<file path="config.mk">
export PLATFORM = sky130hd
export DESIGN_NAME = modulation_slew_follower_core
export DESIGN_NICKNAME = d
export VERILOG_FILES = /design/src/msf_pkg.sv /design/src/msf_input_stage.sv /design/src/msf_update.sv /design/src/modulation_slew_follower_core.sv
export SDC_FILE = /design/constraint.sdc
export NUM_CORES = 1
export LEC_CHECK = 0
export BUFFER_PORTS_ARGS = -buffer_cell sky130_fd_sc_hd__buf_4
export CORE_MARGIN = 2
export CORE_UTILIZATION = 33
export DETAILED_ROUTE_END_ITERATION = 6
export GPL_TIMING_DRIVEN = 0
export PLACE_DENSITY = 0.56
export SYNTH_ARGS = -nofsm -noshare
export SYNTH_HDL_FRONTEND = slang
export SYNTH_HIERARCHICAL = 1
export SYNTH_SLANG_ARGS = --single-unit
</file>
<file path="constraint.sdc">
create_clock -name aclk -period 16.8 [get_ports aclk]
set_clock_uncertainty 0.15 [all_clocks]
set_input_delay 1.68 -clock aclk [delete_from_list [all_inputs] [get_ports aclk]]
set_output_delay 1.68 -clock aclk [all_outputs]
set_load 0.01 [all_outputs]
</file>
<file path="src/msf_pkg.sv">
package msf_pkg;

    localparam int FRAC_BITS = 12;
    localparam int VALUE_W   = 32;
    localparam int LEVEL_W   = 20;
    localparam int STEP_W    = 24;
    localparam int ACC_W     = LEVEL_W + FRAC_BITS;
    localparam int SUM_W     = ACC_W + 1;
    localparam int REQ_W     = 2;
    localparam int M_DATA_W  = ((LEVEL_W + 7) / 8) * 8;

    localparam logic signed [LEVEL_W-1:0] VAL_MAX = LEVEL_W'((1 << (LEVEL_W - 1)) - 1);
    localparam logic signed [LEVEL_W-1:0] VAL_MIN = -VAL_MAX;

    localparam logic [REQ_W-1:0] REQ_TICK       = 2'd0;
    localparam logic [REQ_W-1:0] REQ_SET_TARGET = 2'd1;
    localparam logic [REQ_W-1:0] REQ_SET_LEVEL  = 2'd2;

    typedef enum logic [1:0] {
        DIR_NONE = 2'd0,
        DIR_UP   = 2'd1,
        DIR_DOWN = 2'd2
    } dir_t;

    // One accepted request after the value has been clamped.
    typedef struct packed {
        logic                       valid;
        logic [REQ_W-1:0]           req;
        logic signed [LEVEL_W-1:0]  val;
    } item_t;

endpackage

</file>
<file path="src/msf_input_stage.sv">
module msf_input_stage
    import msf_pkg::*;
(
    input  logic                      aclk,
    input  logic                      aresetn,
    input  logic                      s_tvalid,
    output logic                      s_tready,
    input  logic signed [VALUE_W-1:0] s_value,
    input  logic [REQ_W-1:0]          s_req,
    input  logic                      take,
    output item_t                     item
);

    item_t                      item_reg;
    item_t                      item_next;
    logic signed [LEVEL_W-1:0]  clamped;

    always_comb begin
        priority if (s_value > VALUE_W'(VAL_MAX)) begin
            clamped = VAL_MAX;
        end else if (s_value < VALUE_W'(VAL_MIN)) begin
            clamped = VAL_MIN;
        end else begin
            clamped = s_value[LEVEL_W-1:0];
        end
    end

    assign s_tready = !item_reg.valid || take;

    always_comb begin
        item_next = item_reg;
        if (s_tvalid && s_tready) begin
            item_next.valid = 1'b1;
            item_next.req   = s_req;
            item_next.val   = clamped;
        end else if (take) begin
            item_next.valid = 1'b0;
        end
    end

    always_ff @(posedge aclk) begin
        if (!aresetn) begin
            item_reg.valid <= 1'b0;
        end else begin
            item_reg.valid <= item_next.valid;
        end
        item_reg.req <= item_next.req;
        item_reg.val <= item_next.val;
    end

    assign item = item_reg;

endmodule

</file>
<file path="src/msf_update.sv">
module msf_update
    import msf_pkg::*;
(
    input  logic                 aclk,
    input  logic                 aresetn,
    input  item_t                item,
    output logic                 take,
    input  logic                 cfg_valid,
    output logic                 cfg_ready,
    input  logic [STEP_W-1:0]    cfg_data,
    output logic                 m_tvalid,
    input  logic                 m_tready,
    output logic [LEVEL_W-1:0]   m_level
);

    logic [STEP_W-1:0]         step_reg;
    logic signed [ACC_W-1:0]   cur_reg,  cur_next;
    logic signed [ACC_W-1:0]   tgt_reg,  tgt_next;
    dir_t                      dir_reg,  dir_next;
    logic                      out_valid_reg, out_valid_next;
    logic [LEVEL_W-1:0]        out_level_reg, out_level_next;

    logic signed [ACC_W-1:0]   scaled;
    logic signed [SUM_W-1:0]   cur_w;
    logic signed [SUM_W-1:0]   tgt_w;
    logic signed [SUM_W-1:0]   step_w;
    logic signed [SUM_W-1:0]   sum;
    logic signed [ACC_W-1:0]   tick_level;
    dir_t                      tick_dir;
    logic signed [LEVEL_W-1:0] whole;
    logic                      fire;

    assign cfg_ready = 1'b1;

    always_ff @(posedge aclk) begin
        if (!aresetn) begin
            step_reg <= '0;
        end else if (cfg_valid) begin
            step_reg <= cfg_data;
        end
    end

    assign scaled = {item.val, {FRAC_BITS{1'b0}}};
    assign cur_w  = SUM_W'(cur_reg);
    assign tgt_w  = SUM_W'(tgt_reg);
    assign step_w = $signed({{(SUM_W - STEP_W){1'b0}}, step_reg});

    // One tick: step in the set direction, if any; snap onto a target reached or passed.
    always_comb begin
        tick_level = cur_reg;
        tick_dir   = dir_reg;
        sum        = cur_w;
        if (cur_reg != tgt_reg) begin
            if (dir_reg == DIR_DOWN) begin
                sum = cur_w - step_w;
                if (sum <= tgt_w) begin
                    tick_level = tgt_reg;
                    tick_dir   = DIR_NONE;
                end else begin
                    tick_level = sum[ACC_W-1:0];
                end
            end else begin
                if (dir_reg == DIR_UP) begin
                    sum = cur_w + step_w;
                end
                if (tgt_w <= sum) begin
                    tick_level = tgt_reg;
                    tick_dir   = DIR_NONE;
                end else begin
                    tick_level = sum[ACC_W-1:0];
                end
            end
        end
    end

    // Arithmetic shift rounds toward minus infinity; bump negatives with a fraction back up.
    assign whole = tick_level[ACC_W-1:FRAC_BITS]
                 + LEVEL_W'(tick_level[ACC_W-1] && (|tick_level[FRAC_BITS-1:0]));

    assign take = item.valid && (item.req != REQ_TICK || !out_valid_reg || m_tready);
    assign fire = item.valid && take;

    always_comb begin
        cur_next       = cur_reg;
        tgt_next       = tgt_reg;
        dir_next       = dir_reg;
        out_level_next = out_level_reg;
        out_valid_next = out_valid_reg && !m_tready;
        if (fire) begin
            unique case (item.req)
                REQ_TICK: begin
                    cur_next       = tick_level;
                    dir_next       = tick_dir;
                    out_valid_next = 1'b1;
                    out_level_next = whole;
                end
                REQ_SET_TARGET: begin
                    tgt_next = scaled;
                    if (scaled == cur_reg) begin
                        dir_next = DIR_NONE;
                    end else if (scaled > cur_reg) begin
                        dir_next = DIR_UP;
                    end else begin
                        dir_next = DIR_DOWN;
                    end
                end
                REQ_SET_LEVEL: begin
                    cur_next = scaled;
                    dir_next = DIR_NONE;
                end
                default: begin
                end
            endcase
        end
    end

    always_ff @(posedge aclk) begin
        if (!aresetn) begin
            cur_reg       <= '0;
            tgt_reg       <= '0;
            dir_reg       <= DIR_NONE;
            out_valid_reg <= 1'b0;
        end else begin
            cur_reg       <= cur_next;
            tgt_reg       <= tgt_next;
            dir_reg       <= dir_next;
            out_valid_reg <= out_valid_next;
        end
        out_level_reg <= out_level_next;
    end

    assign m_tvalid = out_valid_reg;
    assign m_level  = out_level_reg;

endmodule

</file>
<file path="src/modulation_slew_follower_core.sv">
// Path: a tick is held in the input register, then its level is held in the output register,
// from which it shows on m_tdata and can be transferred out.
// Throughput: one request per cycle, set and tick requests mixed freely, as long as m_tready
// stays high. While a result is stalled, set requests still pass, but the next tick waits in
// the input register and holds up every request behind it until the result is taken.
// Reset: aresetn is synchronous and active low; it clears the level, the target, the
// direction and step_rate to zero and empties both the input and the output register.
module modulation_slew_follower_core
    import msf_pkg::*;
(
    input  logic                    aclk,
    input  logic                    aresetn,
    input  logic                    s_tvalid,
    output logic                    s_tready,
    input  logic [VALUE_W-1:0]      s_tdata,   // [31:0] value (signed)
    input  logic [REQ_W-1:0]        s_tuser,   // [1:0] req_type
    output logic                    m_tvalid,
    input  logic                    m_tready,
    output logic [M_DATA_W-1:0]     m_tdata,   // [19:0] level (signed), upper bits zero
    input  logic                    cfg_valid,
    output logic                    cfg_ready,
    input  logic [STEP_W-1:0]       cfg_data   // [23:0] step_rate
);

    item_t              item;
    logic               take;
    logic [LEVEL_W-1:0] level;

    msf_input_stage u_input (
        .aclk     (aclk),
        .aresetn  (aresetn),
        .s_tvalid (s_tvalid),
        .s_tready (s_tready),
        .s_value  ($signed(s_tdata)),
        .s_req    (s_tuser),
        .take     (take),
        .item     (item)
    );

    msf_update u_update (
        .aclk      (aclk),
        .aresetn   (aresetn),
        .item      (item),
        .take      (take),
        .cfg_valid (cfg_valid),
        .cfg_ready (cfg_ready),
        .cfg_data  (cfg_data),
        .m_tvalid  (m_tvalid),
        .m_tready  (m_tready),
        .m_level   (level)
    );

    assign m_tdata = {{(M_DATA_W - LEVEL_W){1'b0}}, level};

endmodule

</file>
==> flow_summary_export.csv, run 1 <==
group,metric,value,unit
route,drt-vias-per-instance,5.54,
layout,drive_gt1_frac,0.105,
critical_path,worst_r2r_endpoint,"u_update/m_level[16]$_DFFE_PP_",
clock_network,insertion_delay,440,ps
floorplan,rows,68,
placed_design,port_buffers,83,
floorplan,die_h,192,µm
floorplan,die_area,36800,µm²
critical_path,rr_worst_depth,26,
min_path,hold_depth,2,
grt,track_usage,0.235,
route,drcViolationCount,0,
route,wl_per_cell,20.6,µm
route,routed_wl,42400,µm
timing,worstMarginPinSlew,1250,ps
clock_network,path_clk_slew,60,ps
pwr,power_density,89.4,nW/µm²
synth,syn_area_per_cell,7.85,µm²
grt,grt_pass1_vias,11000,
floorplan,num_io_pins,90,
pwr,p_leak,5.33,nW
floorplan,coreArea,34600,µm²
route,dr.pass1.iters,5,
critical_path,critPathKind,"flip-flop to flip-flop",
pwr,p_total,0.00120,W
layout,nets,1766,
critical_path,worst_ep_required_time,16810,ps
route,antenna_left,0,
route,vias,11400,
clock_network,cts_inserted_buffers,17,
synth,yosysWarnings,6,
clock_network,cts.sinks,122,
synth,ys_seq_area_frac,0.246,
grt,antenna_found_initial,0,
grt,grt_pass1_wl,64800,µm
synth,synth_cell_types,97,
critical_path,end_kind,"flip-flop",
critical_path,path_max_fanout,10,
pwr,ir_worst_vdd,0.0000574,V
clock_network,clk_path_buf_depth,2,
critical_path,cp_slowest_stage_delay,820,ps
synth,async_reset_ff_frac,0,
timing,drv_slew,0,
critical_path,regToRegStartpoint,"u_update/cur_reg[6]$_SDFFE_PN0P_",
floorplan,start_util,0.336,
clock_network,post-cts-setup-buffers,0,
floorplan,die_w,192,µm
clock_network,holdBufCountCts,0,
critical_path,cpMaxStageDelayCell,"nor4_1",
timing,tns,0,ps
critical_path,crit_top_cell,"ha_1",
clock_network,post_cts_resized,0,
grt,grt_max_degree,30,
synth,synth_top_area_frac,0.138,
timing,rsz0062_at_grt,"no",
timing,fin_crit_sh,0.570,
synth,synth-edff-count,42,
route,initialDrtViolationCount,924,
synth,netlist_instances,1484,
timing,setup_viol,0,
clock_network,cts_tree,"yes",
layout,area_growth,15.3,%
synth,netlist_area,11600,µm²
synth,ys_seq_elements,122,
run_status,status,"completed",
synth,ys.flop_type,"dfxtp_1",
critical_path,start_kind,"flip-flop",
placed_design,place_hpwl,34800,µm
timing,maxSlewHeadroom,0.167,
timing,finalCriticalPeriod,9570,ps
min_path,min-delay-start,"u_update/cur_reg[27]$_SDFFE_PN0P_",
timing,max_freq,104,MHz
grt,gr-total-overflow,0,
critical_path,crit_arrival,9590,ps
placed_design,gp_congestion,0.954,
synth,yosys.area.top_type,"dfxtp_1",
clock_network,clockRootBuffer,"clkbuf_16",
layout,layout_commonest_cell,"nand2_1",
timing,finalHoldViolCount,0,
critical_path,r2r_slack,7230,ps
min_path,hold_path_class,"flip-flop to flip-flop",
layout,largest_reg_flops,32,
min_path,min_to,"u_update/cur_reg[27]$_SDFFE_PN0P_",
clock_network,cts.htree.levels,4,
flow_run,cap_violations,0,
synth,synth.area.top_cells,"dfxtp_1 14%, ha_1 12%, edfxtp_1 11%, nand2_1 4.7%, a21oi_1 4.6%",
layout,layout_common_cells,"146 x nand2_1, 129 x nor2_1, 112 x ha_1",
-- layer usage --
| metal | track usage | share of wire | routed length (µm) | vias to the layer above |
|---|---|---|---|---|
| met4 | 0.0820 | 0.028 | 1200 | 0 |
| li1 | - | - | - | 5622 |
| met2 | 0.395 | 0.47 | 19800 | 356 |
| met1 | 0.304 | 0.45 | 19100 | 5348 |
| met5 | 0 | 0 | 0 | - |
| met3 | 0.0354 | 0.055 | 2330 | 68 |
-- worst max-delay path: cells and delay by family (launching register included) --
kind | cells | cell delay [ps]
and+or+nand+nor | 9 | 3090
adders and majority gates | 4 | 1130
DFF | 1 | 470
xor gates and xnor gates | 2 | 320
AOI/OAI and AO/OA | 9 | 3780
buffers and inverters | 2 | 330
-- area by class of cell --
type | instances | area (µm²)
sequential | 122 | 2860
clock inverter | 15 | 151
multi-input combinational | 1190 | 8100
antenna | 1 | 2.50
inverter | 97 | 364
tap | 455 | 569
clock buffer | 17 | 425
buffer | 78 | 333
timing repair buffer | 83 | 623
fill | 3613 | 21200
-- worst max path at each step --
stage,slack [ps],end,start,cells past startpoint
2_1_floorplan,10110,u_update/m_level[16]$_DFFE_PP_,u_update/step_reg[4]$_SDFFE_PN0P_,31
3_3_place_gp,7460,u_update/m_level[16]$_DFFE_PP_,u_update/cur_reg[4]$_SDFFE_PN0P_,29
3_5_place_dp,7520,u_update/m_level[16]$_DFFE_PP_,u_update/cur_reg[4]$_SDFFE_PN0P_,29
4_1_cts,7490,u_update/m_level[16]$_DFFE_PP_,u_update/cur_reg[4]$_SDFFE_PN0P_,29
5_1_grt,6970,u_update/m_level[16]$_DFFE_PP_,u_update/cur_reg[6]$_SDFFE_PN0P_,26
6_report,7230,u_update/m_level[16]$_DFFE_PP_,u_update/cur_reg[6]$_SDFFE_PN0P_,26
-- cell usage after synthesis, types with 8 or more instances --
cell,n
nand4_1,36
nor3_1,35
a21o_1,29
ha_1,112
mux2i_1,30
edfxtp_1,42
xnor2_1,51
nand2_1,146
o21ai_0,70
a21oi_1,106
dfxtp_1,80
a22oi_1,21
or4_1,8
a21boi_0,25
nor2b_1,56
nand2b_1,26
o31ai_1,14
a211oi_1,23
clkbuf_1,61
inv_1,89
a31oi_1,15
and2_1,8
nand3_1,27
nor2_1,129
o211ai_1,17
xor2_1,24
nor4_1,21
-- per-stage QoR --
step | worst slack (ps) | std cells | hold slack, ps | util | cell area (µm²)
finish | 7230 | 2058 | 377 | 0.388 | 13400
detailed placement | 7520 | 2025 | 363 | 0.371 | 12800
floorplan | 10110 | 1487 | 334 | - | 11700
global placement | 7460 | 2025 | 356 | 0.371 | 12800
global route | 6970 | 2057 | 409 | 0.388 | 13400
CTS | 7490 | 2057 | 375 | 0.388 | 13400
-- report_power, final --
group          internal, W  leakage, nW  switching (W)
combinational     0.000171         4.01       0.000321
sequential        0.000326         1.05      0.0000164
clock             0.000208        0.275       0.000158
-- logic make-up after synthesis --
kind of cell               after synthesis  synth area share
AOI/OAI and AO/OA                      421             0.249
xor gates and xnor gates                75            0.0564
adders and majority gates              114             0.124
buffers and inverters                  175            0.0598
DFF                                    122             0.246
muxes                                   35            0.0306
other                                    2          0.000645
and+or+nand+nor                        540             0.233
(Power assumes the default switching activity.)
==> run 2: changes to the inputs <==
--- a/config.mk
+++ b/config.mk
@@ -5,12 +5,13 @@
 export SDC_FILE = /design/constraint.sdc
 export NUM_CORES = 1
 export LEC_CHECK = 0
+export ABC_AREA = 1
 export BUFFER_PORTS_ARGS = -buffer_cell sky130_fd_sc_hd__buf_4
 export CORE_MARGIN = 2
 export CORE_UTILIZATION = 33
 export DETAILED_ROUTE_END_ITERATION = 6
 export GPL_TIMING_DRIVEN = 0
-export PLACE_DENSITY = 0.56
+export PLACE_DENSITY = 0.58
 export SYNTH_ARGS = -nofsm -noshare
 export SYNTH_HDL_FRONTEND = slang
 export SYNTH_HIERARCHICAL = 1
==> constraint.sdc (replaced) <==
create_clock -name aclk -period 7.9 [get_ports aclk]
set_clock_uncertainty 0.15 [all_clocks]
set_input_delay 0.79 -clock aclk [delete_from_list [all_inputs] [get_ports aclk]]
set_output_delay 0.79 -clock aclk [all_outputs]
set_load 0.01 [all_outputs]
==> flow_summary_export.csv, run 2 <==
group,metric,value,unit
synth,yosysWarnings,6,
critical_path,r2r_slack,350,ps
layout,antenna_cells,0,
timing,drv_slew,0,
layout,area_growth,15.4,%
synth,ys.flop_type,"dfxtp_1",
placed_design,gp_congestion,1.03,
floorplan,die_w,197,µm
min_path,min-delay-start,"u_update/step_reg[12]$_SDFFE_PN0P_",
flow_run,cap_violations,0,
synth,ys_seq_elements,122,
route,dr.pass1.iters,6,
route,routed_wl,49200,µm
clock_network,insertion_delay,460,ps
synth,synthMostInstantiatedCell,"nand2_1",
critical_path,worst_ep_required_time,7950,ps
timing,hold_ws,336,ps
synth,ys_seq_area_frac,0.233,
timing,fin_crit_sh,0.955,
critical_path,critPathKind,"flip-flop to flip-flop",
route,drt-vias-per-instance,5.34,
timing,maxSlewHeadroom,0.466,
layout,layout_common_cells,"529 x nand2_1, 239 x inv_1, 194 x nor2_1",
critical_path,crit_arrival,7590,ps
critical_path,start_kind,"flip-flop",
layout,nets,2253,
synth,synth_cell_types,51,
min_path,hold_path_class,"flip-flop to flip-flop",
grt,grt_pass1_wl,73600,µm
layout,layout_commonest_cell,"nand2_1",
synth,yosys.area.top_type,"nand2_1",
timing,finalHoldViolCount,0,
clock_network,cts_tree,"yes",
min_path,min_to,"u_update/step_reg[12]$_SDFFE_PN0P_",
synth,syn_area_per_cell,6.25,µm²
min_path,hold_depth,2,
synth,async_reset_ff_frac,0,
critical_path,rr_worst_depth,38,
placed_design,dpl_worst_slack,93.1,ps
clock_network,cts.htree.levels,4,
critical_path,cp_slowest_stage_delay,490,ps
grt,antenna_found_initial,0,
synth,synth_compound_area_frac,0.144,
critical_path,crit_top_cell,"nand2_1",
critical_path,end_kind,"flip-flop",
grt,grt_pass1_vias,12900,
floorplan,die_area,38800,µm²
grt,gr-total-overflow,0,
floorplan,num_io_pins,90,
pwr,p_leak,6.68,nW
synth,synthXorXnorAreaFrac,0.0420,
synth,synth_top_family_by_area,"simple AND/OR/NAND/NOR gates",
clock_network,cts_inserted_buffers,17,
pwr,power_density,193,nW/µm²
floorplan,coreArea,36600,µm²
timing,worstMarginPinSlew,790,ps
clock_network,clk_path_buf_depth,2,
floorplan,rows,70,
critical_path,cpMaxStageDelayCell,"dfxtp_2",
clock_network,cts.sinks,122,
timing,max_freq,133,MHz
synth,synthSimpleGateAreaFrac,0.355,
route,drcViolationCount,0,
critical_path,regToRegStartpoint,"u_update/cur_reg[15]$_SDFFE_PN0P_",
timing,setup_viol,0,
grt,grt_max_degree,30,
synth,synth_top_area_frac,0.162,
clock_network,path_clk_slew,70,ps
route,initialDrtViolationCount,1214,
synth,synth_common_cells,"529 x nand2_1, 239 x inv_1, 194 x nor2_1",
timing,setup_ws,354,ps
timing,finalCriticalPeriod,7550,ps
critical_path,worst_r2r_endpoint,"u_update/m_level[16]$_DFFE_PP_",
layout,drive_gt1_frac,0.102,
clock_network,clockRootBuffer,"clkbuf_16",
route,vias,13700,
grt,track_usage,0.253,
clock_network,holdBufCountCts,0,
synth,muxShareOfSynthArea,0,
pwr,ir_worst_vdd,0.000144,V
run_status,status,"completed",
layout,largest_reg_flops,32,
synth,synth.area.top_cells,"nand2_1 16%, dfxtp_1 13%, ha_1 11%, edfxtp_1 10%, inv_1 7.3%",
placed_design,port_buffers,84,
synth,netlist_instances,1967,
synth,synth_fa_ha_area_frac,0.117,
floorplan,start_util,0.336,
route,wl_per_cell,19.3,µm
placed_design,place_hpwl,40600,µm
floorplan,die_h,197,µm
synth,synth-edff-count,42,
critical_path,path_max_fanout,10,
synth,netlist_area,12300,µm²
route,antenna_left,0,
==> run 2: worst max path at each step <==
| stage | from | to | slack (ps) | cells after the start |
|---|---|---|---|---|
| after detailed placement | u_update/cur_reg[13]$_SDFFE_PN0P_ | u_update/m_level[16]$_DFFE_PP_ | 90 | 37 |
| final | u_update/cur_reg[15]$_SDFFE_PN0P_ | u_update/m_level[16]$_DFFE_PP_ | 350 | 38 |
| after floorplan | u_update/cur_reg[13]$_SDFFE_PN0P_ | u_update/m_level[16]$_DFFE_PP_ | 2340 | 41 |
| after global placement | u_update/cur_reg[19]$_SDFFE_PN0P_ | u_update/m_level[16]$_DFFE_PP_ | 50 | 33 |
| after CTS | u_update/cur_reg[13]$_SDFFE_PN0P_ | u_update/m_level[16]$_DFFE_PP_ | 50 | 37 |
| after global routing | u_update/cur_reg[21]$_SDFFE_PN0P_ | u_update/m_level[14]$_DFFE_PP_ | -10 | 38 |
==> run 2: what timing repair did <==
action                                 CTS  global route
setup endpoints to repair                0            17
endpoints found under the hold margin    0             0
resized for setup                        0            10
buffers inserted                         0             2
==> run 2: stage by stage <==
stage / total power (W) / instances / area [µm²] / util / TNS, ps
3_3_place_gp: 0.00187 / 2522 / 13500 / 0.369 / 0
2_1_floorplan: 0.00149 / 1970 / 12300 / - / 0
6_report: 0.00274 / 2557 / 14200 / 0.387 / 0
3_5_place_dp: 0.00188 / 2523 / 13500 / 0.370 / 0
4_1_cts: 0.00273 / 2555 / 14100 / 0.386 / 0
5_1_grt: 0.00289 / 2557 / 14200 / 0.387 / -12.3
==> run 2: layout make-up <==
class | instances | area, µm²
timing repair buffer | 87 | 661
sequential | 122 | 2870
clock inverter | 15 | 176
fill | 4007 | 22400
inverter | 251 | 942
tap | 468 | 586
clock buffer | 17 | 425
buffer | 82 | 399
multi-input combinational | 1515 | 8120
==> run 2: routing by layer <==
metal	vias up	part of all wire	GRT usage
li1	6651	-	-
met1	6376	0.45	0.341
met2	561	0.45	0.408
met3	77	0.067	0.0272
met4	0	0.039	0.117
met5	-	0	0
==> run 2: kinds of logic after synthesis <==
group / after synthesis
xor gates and xnor gates: 59
buffers and inverters: 333
and+or+nand+nor: 1010
AOI/OAI and AO/OA: 327
adders and majority gates: 114
other: 2
DFF: 122
==> run 2: power by group <==
group | internal [W] | total [W] | switching [W]
clock network | 0.000476 | 0.000837 | 0.000361
logic | 0.000355 | 0.00117 | 0.000819
registers | 0.000695 | 0.000732 | 0.0000366
==> run 2: critical path, delay by kind of cell (launching register included) <==
family / cells / cell delay, ps
compound gates: 5 / 1280
buf+inv: 7 / 930
fa+ha+maj: 4 / 1310
xor+xnor: 1 / 140
flops: 1 / 490
simple gates: 21 / 2950
==> run 3: changes to the inputs <==
--- a/config.mk
+++ b/config.mk
@@ -8,10 +8,10 @@
 export ABC_AREA = 1
 export BUFFER_PORTS_ARGS = -buffer_cell sky130_fd_sc_hd__buf_4
 export CORE_MARGIN = 2
-export CORE_UTILIZATION = 33
+export CORE_UTILIZATION = 57
 export DETAILED_ROUTE_END_ITERATION = 6
 export GPL_TIMING_DRIVEN = 0
-export PLACE_DENSITY = 0.58
+export PLACE_DENSITY = 0.86
 export SYNTH_ARGS = -nofsm -noshare
 export SYNTH_HDL_FRONTEND = slang
 export SYNTH_HIERARCHICAL = 1
==> flow_summary_export.csv, run 3 (synthesis gave the netlist of run 2 again) <==
group,metric,value,unit
run_status,status,"completed",
route,dr.pass1.iters,6,
grt,grtUsageMet3,0.145,
timing,finalCriticalPeriod,7680,ps
route,antenna_left,0,
floorplan,die_w,151,µm
route,initialDrtViolationCount,1933,
placed_design,gp_congestion,1.04,
layout,layout_commonest_cell,"nand2_1",
layout,drive_gt1_frac,0.0982,
timing,drv_slew,0,
critical_path,rr_worst_depth,40,
timing,max_freq,130,MHz
timing,rsz0062_at_grt,"no",
critical_path,crit_arrival,7690,ps
timing,setup_viol,0,
clock_network,holdBufCountCts,0,
clock_network,path_clk_slew,70,ps
pwr,power_density,198,nW/µm²
grt,grt_max_degree,21,
grt,grt_util_met1,0.560,
floorplan,num_io_pins,90,
timing,tns,0,ps
placed_design,port_buffers,84,
layout,largest_reg_flops,32,
critical_path,path_max_fanout,10,
critical_path,critPathKind,"flip-flop to flip-flop",
clock_network,post-cts-setup-buffers,0,
clock_network,cts_inserted_buffers,17,
critical_path,start_kind,"flip-flop",
grt,gr-total-overflow,0,
layout,area_growth,13.3,%
timing,maxSlewHeadroom,0.415,
min_path,hold_depth,2,
floorplan,coreArea,21100,µm²
floorplan,die_h,151,µm
clock_network,clk_path_buf_depth,2,
pwr,p_total,0.00275,W
critical_path,end_kind,"flip-flop",
critical_path,crit_top_cell,"nor2_1",
critical_path,worst_ep_required_time,7910,ps
pwr,ir_worst_vdd,0.000149,V
clock_network,insertion_delay,440,ps
grt,grt_use_met2,0.646,
pwr,p_leak,6.67,nW
critical_path,cpMaxStageDelayCell,"dfxtp_1",
grt,grt_pass1_vias,13100,
layout,layout_common_cells,"529 x nand2_1, 239 x inv_1, 193 x nor2_1",
layout,n_fill_cell,1883,
timing,finalHoldViolCount,0,
route,vias,14200,
route,drcViolationCount,0,
grt,grt_pass1_wl,72600,µm
layout,nets,2252,
layout,utilization,0.660,
layout,antenna_cells,0,
route,wl_per_cell,20.2,µm
flow_run,cap_violations,0,
clock_network,clockRootBuffer,"clkbuf_16",
floorplan,die_area,22800,µm²
clock_network,post_cts_resized,0,
placed_design,place_hpwl,38400,µm
floorplan,rows,53,
timing,fin_crit_sh,0.972,
route,routed_wl,47800,µm
grt,antenna_found_initial,0,
grt,track_usage,0.428,
clock_network,cts_tree,"yes",
clock_network,cts.htree.levels,4,
floorplan,start_util,0.583,
clock_network,cts.sinks,122,
grt,top_usage_layer,"met2",
route,drt-vias-per-instance,6.02,
critical_path,cp_slowest_stage_delay,640,ps
min_path,hold_path_class,"flip-flop to flip-flop",
timing,worstMarginPinSlew,878,ps
run 3: cell types whose count changed in the layout (fill, tap and decap cells not counted), sizes merged:
cell,previous run,this run
clkinvlp,1,0
inv,258,259
buf,124,123
run 3: worst paths after layout:
check | end | slack (ps) | start
max | u_update/m_level[10]$_DFFE_PP_ | 220 | u_update/cur_reg[15]$_SDFFE_PN0P_
max reg2reg | u_update/m_level[10]$_DFFE_PP_ | 220 | u_update/cur_reg[15]$_SDFFE_PN0P_
min reg2reg | u_update/step_reg[21]$_SDFFE_PN0P_ | 340 | u_update/step_reg[21]$_SDFFE_PN0P_
min | u_update/step_reg[21]$_SDFFE_PN0P_ | 340 | u_update/step_reg[21]$_SDFFE_PN0P_
run 3: area by class of cell:
type	count	area (µm²)	area share
multi-input combinational	1515	8110	0.583
buffer	82	398	0.0286
sequential	122	2860	0.206
clock buffer	17	425	0.0306
tap	275	344	0.0247
inverter	251	942	0.0677
clock inverter	15	178	0.0128
timing repair buffer	86	661	0.0475
run 3: metrics by stage:
step,worst slack (ps),cell area [µm²],hold slack [ps],cells
2_1_floorplan,2340,12300,308,1970
3_3_place_gp,540,13300,321,2329
3_5_place_dp,468,13300,332,2331
4_1_cts,394,13900,343,2363
5_1_grt,4.15,13900,349,2363
6_report,217,13900,339,2363
run 3: layer usage:
metal  vias up  wire length (µm)
met5         -                 0
met4         0              2080
met3       139              6610
met2       917             20000
met1      6523             19200
li1       6651                 -
run 3: power breakdown:
part	total [W]	internal [W]	switching, W	leakage, nW
clock network	0.000831	0.000478	0.000353	0.299
registers	0.000734	0.000695	0.0000393	1.05
logic	0.00119	0.000354	0.000834	5.33
total	0.00275	0.00153	0.00123	6.67
run 3: worst max-delay path: cells and delay by family (launching register included):
family / cells / cell delay, ps
compound gates: 3 / 660
xor+xnor: 1 / 150
fa+ha+maj: 4 / 1280
buf+inv: 6 / 870
flops: 1 / 640
simple gates: 26 / 3640
